File: src/design/cbpc_pkg.sv
// cbpc_pkg: shared widths, function and motor command codes, register indexes
// for the calibrated blind position controller. No dependencies.
package cbpc_pkg;

  localparam int ENC_W      = 32;
  localparam int ANG_W      = 16;
  localparam int POS_W      = 16;
  localparam int TGT_W      = 15;
  localparam int TOL_W      = 15;
  localparam int CFG_IDX_W  = 3;
  localparam int CFG_DATA_W = 32;

  // quotient bits kept by the divider, step counter width
  localparam int QUO_W = 17;
  localparam int CNT_W = 5;
  // |reading - closed| * 100 fits in this many bits
  localparam int SCALE_W = 40;

  // smallest usable tilt span: just over 0.1 degree in 1/128 degree units
  localparam int MIN_ANGLE_SPAN = 13;

  typedef enum logic [1:0] {
    FUNC_TICK   = 2'd0,
    FUNC_TARGET = 2'd1,
    FUNC_STOP   = 2'd2
  } func_e;

  typedef enum logic [1:0] {
    CMD_NONE  = 2'd0,
    CMD_OPEN  = 2'd1,
    CMD_CLOSE = 2'd2,
    CMD_STOP  = 2'd3
  } motor_cmd_e;

  localparam logic [CFG_IDX_W-1:0] REG_ENC_OPEN   = 3'd0;
  localparam logic [CFG_IDX_W-1:0] REG_ENC_CLOSED = 3'd1;
  localparam logic [CFG_IDX_W-1:0] REG_ANG_OPEN   = 3'd2;
  localparam logic [CFG_IDX_W-1:0] REG_ANG_CLOSED = 3'd3;
  localparam logic [CFG_IDX_W-1:0] REG_TOLERANCE  = 3'd4;

endpackage

File: src/design/cbpc_if.sv
// Valid/ready channel interfaces: command input, result output, register writes.
// Depends on cbpc_pkg for field widths.
interface cbpc_in_if;
  logic                                valid;
  logic                                ready;
  logic [1:0]                          func;
  logic signed [cbpc_pkg::ENC_W-1:0]   encoder_count;
  logic                                encoder_ok;
  logic signed [cbpc_pkg::ANG_W-1:0]   tilt_angle;
  logic                                tilt_ok;
  logic signed [cbpc_pkg::POS_W-1:0]   target_percent;

  modport source (output valid, func, encoder_count, encoder_ok, tilt_angle, tilt_ok,
                  target_percent, input ready);
  modport sink   (input valid, func, encoder_count, encoder_ok, tilt_angle, tilt_ok,
                  target_percent, output ready);
endinterface

interface cbpc_out_if;
  logic                                valid;
  logic                                ready;
  logic [1:0]                          motor_cmd;
  logic signed [cbpc_pkg::POS_W-1:0]   position_now;
  logic                                moving_now;
  logic                                position_lost;

  modport source (output valid, motor_cmd, position_now, moving_now, position_lost,
                  input ready);
  modport sink   (input valid, motor_cmd, position_now, moving_now, position_lost,
                  output ready);
endinterface

interface cbpc_cfg_if;
  logic                                valid;
  logic                                ready;
  logic [cbpc_pkg::CFG_IDX_W-1:0]      index;
  logic [cbpc_pkg::CFG_DATA_W-1:0]     data;

  modport source (output valid, index, data, input ready);
  modport sink   (input valid, index, data, output ready);
endinterface

File: src/design/calibrated_blind_position_control.sv
// calibrated_blind_position_control: maps encoder or tilt readings onto a position
// and drives the motor toward a target. Depends on cbpc_pkg and cbpc_if.
// A tick with a usable sensor runs S_SETUP, S_SCALE, S_NUM, S_CHECK, S_DIV, S_FIN, with
// one shared compare/subtract unit doing a 17-step restoring divide. Ticks without a
// usable sensor go S_SETUP to S_FIN, target and stop commands straight to S_FIN. One item
// at a time; S_FIN holds while the output is full, then the next beat can be taken.
// Reset (async, active low): not moving, position and target 0, calibration 0,
// tolerance 256.
module calibrated_blind_position_control #(
  parameter int FRACTION_BITS = 8
) (
  input  logic        clk_i,
  input  logic        rst_ni,
  cbpc_in_if.sink     in_i,
  cbpc_out_if.source  out_o,
  cbpc_cfg_if.sink    cfg_i
);

  localparam int FULL_SCALE = 100 << FRACTION_BITS;
  localparam int TOP_POS    = (FULL_SCALE > 32767) ? 32767 : FULL_SCALE;
  localparam int W          = FRACTION_BITS + 52;

  typedef enum logic [2:0] {
    S_IDLE, S_SETUP, S_SCALE, S_NUM, S_CHECK, S_DIV, S_FIN
  } state_e;

  state_e state_q;

  // calibration
  logic signed [cbpc_pkg::ENC_W-1:0] enc_open_q, enc_closed_q;
  logic signed [cbpc_pkg::ANG_W-1:0] ang_open_q, ang_closed_q;
  logic [cbpc_pkg::TOL_W-1:0]        tol_q;

  // controller state
  logic signed [cbpc_pkg::POS_W-1:0] cur_q;
  logic [cbpc_pkg::TGT_W-1:0]        tgt_q;
  logic                              mov_q;

  // captured beat
  logic [1:0]                        func_q;
  logic signed [cbpc_pkg::ENC_W-1:0] enc_q;
  logic                              eok_q;
  logic signed [cbpc_pkg::ANG_W-1:0] tilt_q;
  logic                              tok_q;
  logic signed [cbpc_pkg::POS_W-1:0] tpct_q;

  // datapath
  logic [32:0]                       mag_q, den_q;
  logic                              neg_q, zero_q, ovf_q;
  logic [W-1:0]                      rem_q, dsor_q;
  logic [cbpc_pkg::QUO_W-1:0]        quo_q;
  logic [cbpc_pkg::CNT_W-1:0]        cnt_q;

  // output register
  logic                              out_valid_q;
  logic [1:0]                        out_cmd_q;
  logic signed [cbpc_pkg::POS_W-1:0] out_pos_q;
  logic                              out_mov_q;
  logic                              out_lost_q;

  assign in_i.ready   = (state_q == S_IDLE);
  assign cfg_i.ready  = 1'b1;
  assign out_o.valid         = out_valid_q;
  assign out_o.motor_cmd     = out_cmd_q;
  assign out_o.position_now  = out_pos_q;
  assign out_o.moving_now    = out_mov_q;
  assign out_o.position_lost = out_lost_q;

  logic in_fire, cfg_fire, commit;
  assign in_fire  = in_i.valid && in_i.ready;
  assign cfg_fire = cfg_i.valid && cfg_i.ready;
  assign commit   = (state_q == S_FIN) && (!out_valid_q || out_o.ready);

  // source selection and span
  logic signed [32:0] enc_diff, enc_rng, sel_diff, sel_rng;
  logic signed [16:0] ang_diff, ang_rng, ang_abs;
  logic               enc_use, ang_use;
  logic [32:0]        mag_d, den_d;

  always_comb begin
    enc_diff = {enc_q[31], enc_q} - {enc_closed_q[31], enc_closed_q};
    enc_rng  = {enc_open_q[31], enc_open_q} - {enc_closed_q[31], enc_closed_q};
    ang_diff = {tilt_q[15], tilt_q} - {ang_closed_q[15], ang_closed_q};
    ang_rng  = {ang_open_q[15], ang_open_q} - {ang_closed_q[15], ang_closed_q};
    ang_abs  = ang_rng[16] ? -ang_rng : ang_rng;
    enc_use  = eok_q && !((enc_rng == 33'sd0) || (enc_rng == 33'sd1) ||
                          (enc_rng == -33'sd1));
    ang_use  = tok_q && (ang_abs >= 17'(cbpc_pkg::MIN_ANGLE_SPAN));
    if (enc_use) begin
      sel_diff = enc_diff;
      sel_rng  = enc_rng;
    end else begin
      sel_diff = {{16{ang_diff[16]}}, ang_diff};
      sel_rng  = {{16{ang_rng[16]}}, ang_rng};
    end
    mag_d = sel_diff[32] ? 33'(-sel_diff) : 33'(sel_diff);
    den_d = sel_rng[32] ? 33'(-sel_rng) : 33'(sel_rng);
  end

  // |diff| * 100 by shift and add
  logic [cbpc_pkg::SCALE_W-1:0] mag_ext, scaled;
  assign mag_ext = cbpc_pkg::SCALE_W'(mag_q);
  assign scaled  = (mag_ext << 6) + (mag_ext << 5) + (mag_ext << 2);

  logic div_ge;
  assign div_ge = (rem_q >= dsor_q);

  // rounded quotient, saturated
  logic signed [cbpc_pkg::POS_W-1:0] div_pos;
  logic [cbpc_pkg::QUO_W-1:0]        quo_neg;
  always_comb begin
    quo_neg = -quo_q;
    if (zero_q) begin
      div_pos = '0;
    end else if (neg_q) begin
      if (ovf_q || quo_q > cbpc_pkg::QUO_W'(32768)) begin
        div_pos = -16'sd32768;
      end else begin
        div_pos = cbpc_pkg::POS_W'(quo_neg);
      end
    end else begin
      if (ovf_q || quo_q > cbpc_pkg::QUO_W'(32767)) begin
        div_pos = 16'sd32767;
      end else begin
        div_pos = cbpc_pkg::POS_W'(quo_q);
      end
    end
  end

  // result of the item
  logic [1:0]                        fin_cmd;
  logic signed [cbpc_pkg::POS_W-1:0] fin_pos;
  logic                              fin_mov, fin_lost;
  logic [cbpc_pkg::TGT_W-1:0]        fin_tgt;
  logic signed [17:0]                pos_err, pos_err_abs;

  always_comb begin
    fin_cmd  = cbpc_pkg::CMD_NONE;
    fin_pos  = cur_q;
    fin_mov  = mov_q;
    fin_lost = 1'b0;
    fin_tgt  = tgt_q;
    pos_err     = {3'b000, tgt_q} - {{2{div_pos[15]}}, div_pos};
    pos_err_abs = pos_err[17] ? -pos_err : pos_err;
    case (func_q)
      cbpc_pkg::FUNC_TICK: begin
        if (!eok_q && !tok_q) begin
          fin_lost = 1'b1;
          if (mov_q) begin
            fin_cmd = cbpc_pkg::CMD_STOP;
            fin_mov = 1'b0;
          end
        end else begin
          fin_pos = div_pos;
          if (mov_q) begin
            if (pos_err_abs <= {3'b000, tol_q}) begin
              fin_cmd = cbpc_pkg::CMD_STOP;
              fin_mov = 1'b0;
            end else if (pos_err > 18'sd0) begin
              fin_cmd = cbpc_pkg::CMD_OPEN;
            end else begin
              fin_cmd = cbpc_pkg::CMD_CLOSE;
            end
          end
        end
      end
      cbpc_pkg::FUNC_TARGET: begin
        fin_mov = 1'b1;
        if (tpct_q < 16'sd0) begin
          fin_tgt = '0;
        end else if (tpct_q > 16'(TOP_POS)) begin
          fin_tgt = cbpc_pkg::TGT_W'(TOP_POS);
        end else begin
          fin_tgt = cbpc_pkg::TGT_W'(tpct_q);
        end
      end
      cbpc_pkg::FUNC_STOP: begin
        fin_cmd = cbpc_pkg::CMD_STOP;
        fin_mov = 1'b0;
      end
      default: ;
    endcase
  end

  // sequencer, controller state, configuration and output register
  always_ff @(posedge clk_i or negedge rst_ni) begin
    if (!rst_ni) begin
      state_q      <= S_IDLE;
      cnt_q        <= '0;
      enc_open_q   <= '0;
      enc_closed_q <= '0;
      ang_open_q   <= '0;
      ang_closed_q <= '0;
      tol_q        <= cbpc_pkg::TOL_W'(256);
      cur_q        <= '0;
      tgt_q        <= '0;
      mov_q        <= 1'b0;
      out_valid_q  <= 1'b0;
      out_cmd_q    <= cbpc_pkg::CMD_NONE;
      out_pos_q    <= '0;
      out_mov_q    <= 1'b0;
      out_lost_q   <= 1'b0;
    end else begin
      if (cfg_fire) begin
        case (cfg_i.index)
          cbpc_pkg::REG_ENC_OPEN:   enc_open_q   <= cfg_i.data;
          cbpc_pkg::REG_ENC_CLOSED: enc_closed_q <= cfg_i.data;
          cbpc_pkg::REG_ANG_OPEN:   ang_open_q   <= cfg_i.data[cbpc_pkg::ANG_W-1:0];
          cbpc_pkg::REG_ANG_CLOSED: ang_closed_q <= cfg_i.data[cbpc_pkg::ANG_W-1:0];
          cbpc_pkg::REG_TOLERANCE:  tol_q        <= cfg_i.data[cbpc_pkg::TOL_W-1:0];
          default: ;
        endcase
      end

      if (commit) begin
        out_valid_q <= 1'b1;
      end else if (out_o.ready) begin
        out_valid_q <= 1'b0;
      end

      case (state_q)
        S_IDLE: begin
          if (in_fire) begin
            state_q <= (in_i.func == cbpc_pkg::FUNC_TICK) ? S_SETUP : S_FIN;
          end
        end
        S_SETUP: begin
          state_q <= (enc_use || ang_use) ? S_SCALE : S_FIN;
        end
        S_SCALE: state_q <= S_NUM;
        S_NUM:   state_q <= S_CHECK;
        S_CHECK: begin
          cnt_q   <= cbpc_pkg::CNT_W'(cbpc_pkg::QUO_W - 1);
          state_q <= S_DIV;
        end
        S_DIV: begin
          cnt_q <= cnt_q - 1'b1;
          if (cnt_q == '0) begin
            state_q <= S_FIN;
          end
        end
        S_FIN: begin
          if (commit) begin
            cur_q      <= fin_pos;
            tgt_q      <= fin_tgt;
            mov_q      <= fin_mov;
            out_cmd_q  <= fin_cmd;
            out_pos_q  <= fin_pos;
            out_mov_q  <= fin_mov;
            out_lost_q <= fin_lost;
            state_q    <= S_IDLE;
          end
        end
        default: state_q <= S_IDLE;
      endcase
    end
  end

  // beat capture and divider datapath
  always_ff @(posedge clk_i) begin
    if (in_fire) begin
      func_q <= in_i.func;
      enc_q  <= in_i.encoder_count;
      eok_q  <= in_i.encoder_ok;
      tilt_q <= in_i.tilt_angle;
      tok_q  <= in_i.tilt_ok;
      tpct_q <= in_i.target_percent;
    end
    case (state_q)
      S_SETUP: begin
        mag_q  <= mag_d;
        den_q  <= den_d;
        neg_q  <= sel_diff[32] ^ sel_rng[32];
        zero_q <= !(enc_use || ang_use);
      end
      S_SCALE: rem_q <= W'(scaled);
      S_NUM: begin
        // numerator 2*|num| + |den|, divisor 2*|den| one place above the top quotient bit
        rem_q  <= (rem_q << (FRACTION_BITS + 1)) + W'(den_q);
        dsor_q <= W'(den_q) << (cbpc_pkg::QUO_W + 1);
      end
      S_CHECK: begin
        ovf_q  <= div_ge;
        dsor_q <= dsor_q >> 1;
        quo_q  <= '0;
      end
      S_DIV: begin
        if (div_ge) begin
          rem_q <= rem_q - dsor_q;
        end
        quo_q  <= {quo_q[cbpc_pkg::QUO_W-2:0], div_ge};
        dsor_q <= dsor_q >> 1;
      end
      default: ;
    endcase
  end

endmodule
File: src/flat_wrapper.sv
// flat-port wrapper written by rule: the top's interface ports become plain ports
module calibrated_blind_position_control_flat 
#(
  parameter int FRACTION_BITS = 8
)
  (clk_i, rst_ni, in_i_valid, in_i_func, in_i_encoder_count, in_i_encoder_ok, in_i_tilt_angle, in_i_tilt_ok, in_i_target_percent, in_i_ready, out_o_valid, out_o_motor_cmd, out_o_position_now, out_o_moving_now, out_o_position_lost, out_o_ready, cfg_i_valid, cfg_i_index, cfg_i_data, cfg_i_ready);
  cbpc_in_if in_i_i ();
  cbpc_out_if out_o_i ();
  cbpc_cfg_if cfg_i_i ();
  input  logic clk_i;
  input  logic rst_ni;
  input wire logic [$bits(in_i_i.valid)-1:0] in_i_valid;
  input wire logic [$bits(in_i_i.func)-1:0] in_i_func;
  input wire logic [$bits(in_i_i.encoder_count)-1:0] in_i_encoder_count;
  input wire logic [$bits(in_i_i.encoder_ok)-1:0] in_i_encoder_ok;
  input wire logic [$bits(in_i_i.tilt_angle)-1:0] in_i_tilt_angle;
  input wire logic [$bits(in_i_i.tilt_ok)-1:0] in_i_tilt_ok;
  input wire logic [$bits(in_i_i.target_percent)-1:0] in_i_target_percent;
  output wire logic [$bits(in_i_i.ready)-1:0] in_i_ready;
  output wire logic [$bits(out_o_i.valid)-1:0] out_o_valid;
  output wire logic [$bits(out_o_i.motor_cmd)-1:0] out_o_motor_cmd;
  output wire logic [$bits(out_o_i.position_now)-1:0] out_o_position_now;
  output wire logic [$bits(out_o_i.moving_now)-1:0] out_o_moving_now;
  output wire logic [$bits(out_o_i.position_lost)-1:0] out_o_position_lost;
  input wire logic [$bits(out_o_i.ready)-1:0] out_o_ready;
  input wire logic [$bits(cfg_i_i.valid)-1:0] cfg_i_valid;
  input wire logic [$bits(cfg_i_i.index)-1:0] cfg_i_index;
  input wire logic [$bits(cfg_i_i.data)-1:0] cfg_i_data;
  output wire logic [$bits(cfg_i_i.ready)-1:0] cfg_i_ready;
  assign in_i_i.valid = in_i_valid;
  assign in_i_i.func = in_i_func;
  assign in_i_i.encoder_count = in_i_encoder_count;
  assign in_i_i.encoder_ok = in_i_encoder_ok;
  assign in_i_i.tilt_angle = in_i_tilt_angle;
  assign in_i_i.tilt_ok = in_i_tilt_ok;
  assign in_i_i.target_percent = in_i_target_percent;
  assign in_i_ready = in_i_i.ready;
  assign out_o_valid = out_o_i.valid;
  assign out_o_motor_cmd = out_o_i.motor_cmd;
  assign out_o_position_now = out_o_i.position_now;
  assign out_o_moving_now = out_o_i.moving_now;
  assign out_o_position_lost = out_o_i.position_lost;
  assign out_o_i.ready = out_o_ready;
  assign cfg_i_i.valid = cfg_i_valid;
  assign cfg_i_i.index = cfg_i_index;
  assign cfg_i_i.data = cfg_i_data;
  assign cfg_i_ready = cfg_i_i.ready;
  calibrated_blind_position_control #(.FRACTION_BITS(FRACTION_BITS)) u_core (.clk_i(clk_i), .rst_ni(rst_ni), .in_i(in_i_i), .out_o(out_o_i), .cfg_i(cfg_i_i));
endmodule
File: config.mk
export PLATFORM = sky130hd
export DESIGN_NAME = calibrated_blind_position_control_flat
export DESIGN_NICKNAME = d
export VERILOG_FILES = /design/src/design/cbpc_pkg.sv /design/src/design/cbpc_if.sv /design/src/design/calibrated_blind_position_control.sv /design/src/flat_wrapper.sv
export SDC_FILE = /design/constraint.sdc
export NUM_CORES = 1
export LEC_CHECK = 0
export ABC_AREA = 1
export BUFFER_PORTS_ARGS = -buffer_cell sky130_fd_sc_hd__buf_2
export CAP_MARGIN = 20
export CORE_ASPECT_RATIO = 1.1
export CORE_UTILIZATION = 40
export CTS_CLUSTER_DIAMETER = 60
export DETAILED_ROUTE_END_ITERATION = 7
export PLACE_DENSITY = 0.61
export SLEW_MARGIN = 40
export SYNTH_ARGS = -nofsm -noshare
export SYNTH_HDL_FRONTEND = slang
export SYNTH_SLANG_ARGS = --single-unit
File: constraint.sdc
create_clock -name clk_i -period 7.1 [get_ports clk_i]
set_clock_uncertainty 0.1 [all_clocks]
set_input_delay 0.71 -clock clk_i [delete_from_list [all_inputs] [get_ports clk_i]]
set_output_delay 0.71 -clock clk_i [all_outputs]
set_load 0.02 [all_outputs]
==> impl_metrics.csv <==
group,metric,value,unit
status,status,"complete, no violations",
critical_path,cpPeakStageDelay,0.44,ns
routing,antenna_left,0,
clock_network,cts_buffers,57,
synthesis,ys_seq_elements,420,
power,ir_worst_vdd,0.250,mV
clock_network,htree_levels,2,
floorplanning,fp.dieW,287,µm
floorplanning,row_count,114,
sta,period_needed,6.37,ns
critical_path,worst-path-max-fanout,4,
grt,grt_first_pass_wirelength,178000,µm
floorplanning,core_area,88000,µm²
synthesis,synth-main-ff-cell,"edfxtp_1",
critical_path,cp_data_arrival_time,6.78,ns
clock_network,clk_path_buf_depth,3,
placed_design,dp_hpwl,93800,µm
final_layout,drive_above_1_share,8.12,%
sta,max-slew-margin-rel,43.3,%
placed_design,globalplace.congestion,0.947,
grt,grt_overflow,0,
run,max_cap_viol_count,0,
synthesis,synth_xor_area_share,3.61,%
synthesis,ys_warn_count,0,
final_layout,areaGrowthSynthToFinish,10.7,%
clock_network,tritoncts,"built",
synthesis,synth_edf_count,265,
clock_network,clk_pin_slew,0.06,ns
critical_path,cp_num_buf_inv,5,
synthesis,avgSynthCellArea,7.08,µm²
synthesis,synth.most_common_cell,"nand2_1",
sta,fin_setup_tns,0,ns
floorplanning,floorplan.initialDensity,40.5,%
critical_path,worstPathRequired,7.51,ns
synthesis,netlist_area,35600,µm²
sta,fmax,0.157,GHz
grt,antenna_found_initial,1,
grt,grt_max_degree,83,
placed_design,dp.cells,6248,
floorplanning,ios,131,
sta,rsz0062_at_grt,"no",
power,leakagePower,19.1,nW
critical_path,critPathSlowestCell,"edfxtp_1",
routing,drc,0,
critical_path,critPathKind,"reg2reg",
final_layout,finalNetCount,5543,
clock_network,cts.sinks,420,
synthesis,synth-seq-area-share,33.2,%
synthesis,yosys.area_share.simple,29.1,%
synthesis,synth.area.top_cells,"edfxtp_1 22%, nand2_1 14%, dfrtp_1 11%, ha_1 8.8%, inv_1 7.7%",
routing,drtIter0Drc,2577,
sta,slew_violations,0,
sta,finalHoldViolations,0,
placed_design,portBuffers,129,
synthesis,synth_compound_area_share,13.8,%
clock_network,cts_hold_buf,0,
final_layout,fin_cells,6355,
synthesis,synthTopCellsByCount,"1358 x nand2_1, 733 x inv_1, 469 x nor2_1, 351 x o21ai_0, 320 x a21oi_1",
synthesis,postSynthCellCount,5030,
routing,routedWlPerCell,18.0,µm
synthesis,syn_nets,5426,
routing,viasPerCell,5.22,
critical_path,cp-end-kind,"flop",
floorplanning,die_area,90300,µm²
sta,setup_viol_count_final,0,
final_layout,n_antenna_cell,0,
critical_path,start_kind,"flop",
grt,first_global_vias,31800,
floorplanning,die_h,315,µm
power,power_density,561,nW/µm²
critical_path,path_delay_family,"simple AND/OR/NAND/NOR gates",
worst_hold_path,hold_class,"in2async",
synthesis,synth_top_cell_by_area,"edfxtp_1",
sta,fin_crit_sh,89.7,%
grt,grtUsageTotal,25.2,%
synthesis,synth_top_family_by_area,"simple AND/OR/NAND/NOR gates",
synthesis,synth-async-reset-ratio,36.9,%
synthesis,synth.distinct_cells,66,
routing,wirelength,114000,µm
synthesis,synthAdderAreaFrac,10.9,%
clock_network,ctsResizeCount,0,
synthesis,yosysTopAreaCellShare,22.3,%
clock_network,root_buffer,"clkbuf_16",
critical_path,worst_path_most_repeated_cell,"nand2_1",
synthesis,muxShareOfSynthArea,0.0281,%
clock_network,cts_setup_buffers,0,
routing,via_count,33200,
clock_network,clock_latency,0.63,ns
sta,worst_pin_slew,0.838,ns
routing,dr.pass1.iters,7,
cell families (layout without fill, tap and decap cells):
| family | count (synthesis) | in the layout |
|---|---|---|
| other cells | 1 | 1 |
| buf+inv | 855 | 1020 |
| xor+xnor | 147 | 147 |
| simple gates | 2433 | 2433 |
| compound gates | 885 | 885 |
| flops | 420 | 420 |
| mux | 1 | 1 |
| fa+ha+maj | 288 | 288 |
registers in the layout, indices dropped and copies added (netlist names), 2 cells and up:
register	flops
u_core.enc_open_q	32
u_core.tol_q	15
u_core.state_q	3
u_core.enc_closed_q	32
u_core.dsor_q	51
u_core.ang_open_q	16
u_core.enc_q	32
u_core.den_q	33
u_core.tgt_q	15
u_core.quo_q	17
u_core.rem_q	60
u_core.out_o.motor_cmd	2
u_core.cur_q	16
u_core.cnt_q	5
u_core.tpct_q	16
u_core.mag_q	33
u_core.func_q	2
u_core.ang_closed_q	16
u_core.tilt_q	16
worst paths after layout:
kind                            cells after the start  slack (ns)                   endpoint                    from
worst max register to register                     38        0.73  u_core.out_o.motor_cmd[1]         u_core.quo_q[1]
max in group asynchronous                           2        5.66            u_core.cnt_q[2]                  rst_ni
min in group clk_i                                  1        0.15           u_core.enc_q[24]  in_i_encoder_count[24]
worst min-delay path                                1        0.04    u_core.ang_closed_q[15]                  rst_ni
worst min register to register                      2        0.38     u_core.enc_closed_q[2]  u_core.enc_closed_q[2]
worst max-delay path                               38        0.73  u_core.out_o.motor_cmd[1]         u_core.quo_q[1]
stage by stage:
stage	utilization [%]	setup slack (ns)	power (mW)	hold slack [ns]	cell area (µm²)
after global placement	42.6	0.886	19.0	0.366	37500
after CTS	44.8	0.762	22.0	0.0513	39400
after floorplan	-	1.69	14.9	0.314	35600
final	44.8	0.730	22.1	0.0372	39400
after global routing	44.8	0.0384	24.1	0.0782	39400
after detailed placement	42.6	0.792	19.1	0.372	37500
routing by layer:
metal / vias up / part of all wire [%] / GRT usage, %
li1: 16800 / - / -
met1: 15500 / 46 / 33.7
met2: 753 / 47 / 42.7
met3: 168 / 4.1 / 2.37
met4: 2 / 3.4 / 8.42
met5: - / 0.011 / 0
report_power, final:
group | total (mW) | switching, mW | leakage [nW] | internal (mW)
clock | 2.86 | 1.18 | 0.927 | 1.68
combinational | 14.6 | 9.88 | 13.7 | 4.69
sequential | 4.70 | 0.739 | 4.46 | 3.96
worst register-to-register path, delay by kind of cell, from the launching register on:
family,cells,cell delay (ns)
AND/OR/NAND/NOR,22,3.09
AO/OA/AOI/OAI,6,0.85
adder cells (fa/ha/maj),3,0.77
XOR/XNOR,2,0.51
buffers and inverters,5,0.50
flip-flops,1,0.44
area by class of cell:
type | count | area (µm²)
Fill cell | 9112 | 48600
Multi-Input combinational cell | 3755 | 20500
Sequential cell | 420 | 11800
Inverter | 762 | 2860
Clock buffer | 68 | 1530
Tap cell | 1160 | 1450
Timing Repair Buffer | 151 | 827
Clock inverter | 39 | 382
cells in the final DEF (no fill, tap or decap), types with 10 or more instances in the layout:
cell       count
nand4_1       58
a31oi_1       31
nor2_2        27
nand2_2       49
xor2_1       115
ha_1         251
nor3_1        54
edfxtp_1     265
dfrtp_1      154
o21bai_1      13
nand2_1     1355
o21ai_1       26
buf_4         20
a21oi_1      320
nor4_1        14
nor2_4        14
clkinv_2      10
or2_2         26
inv_1        730
xnor2_1       32
clkbuf_16     58
o21a_1        13
fa_1          37
nor2_1       464
inv_2         27
nand3b_1      16
a21o_1        14
o21ai_0      351
nand3_1      315
buf_2        128
o31ai_1       19
o211ai_1      25
a21boi_0      19
No activity file was read; power rests on OpenSTA's default activity.
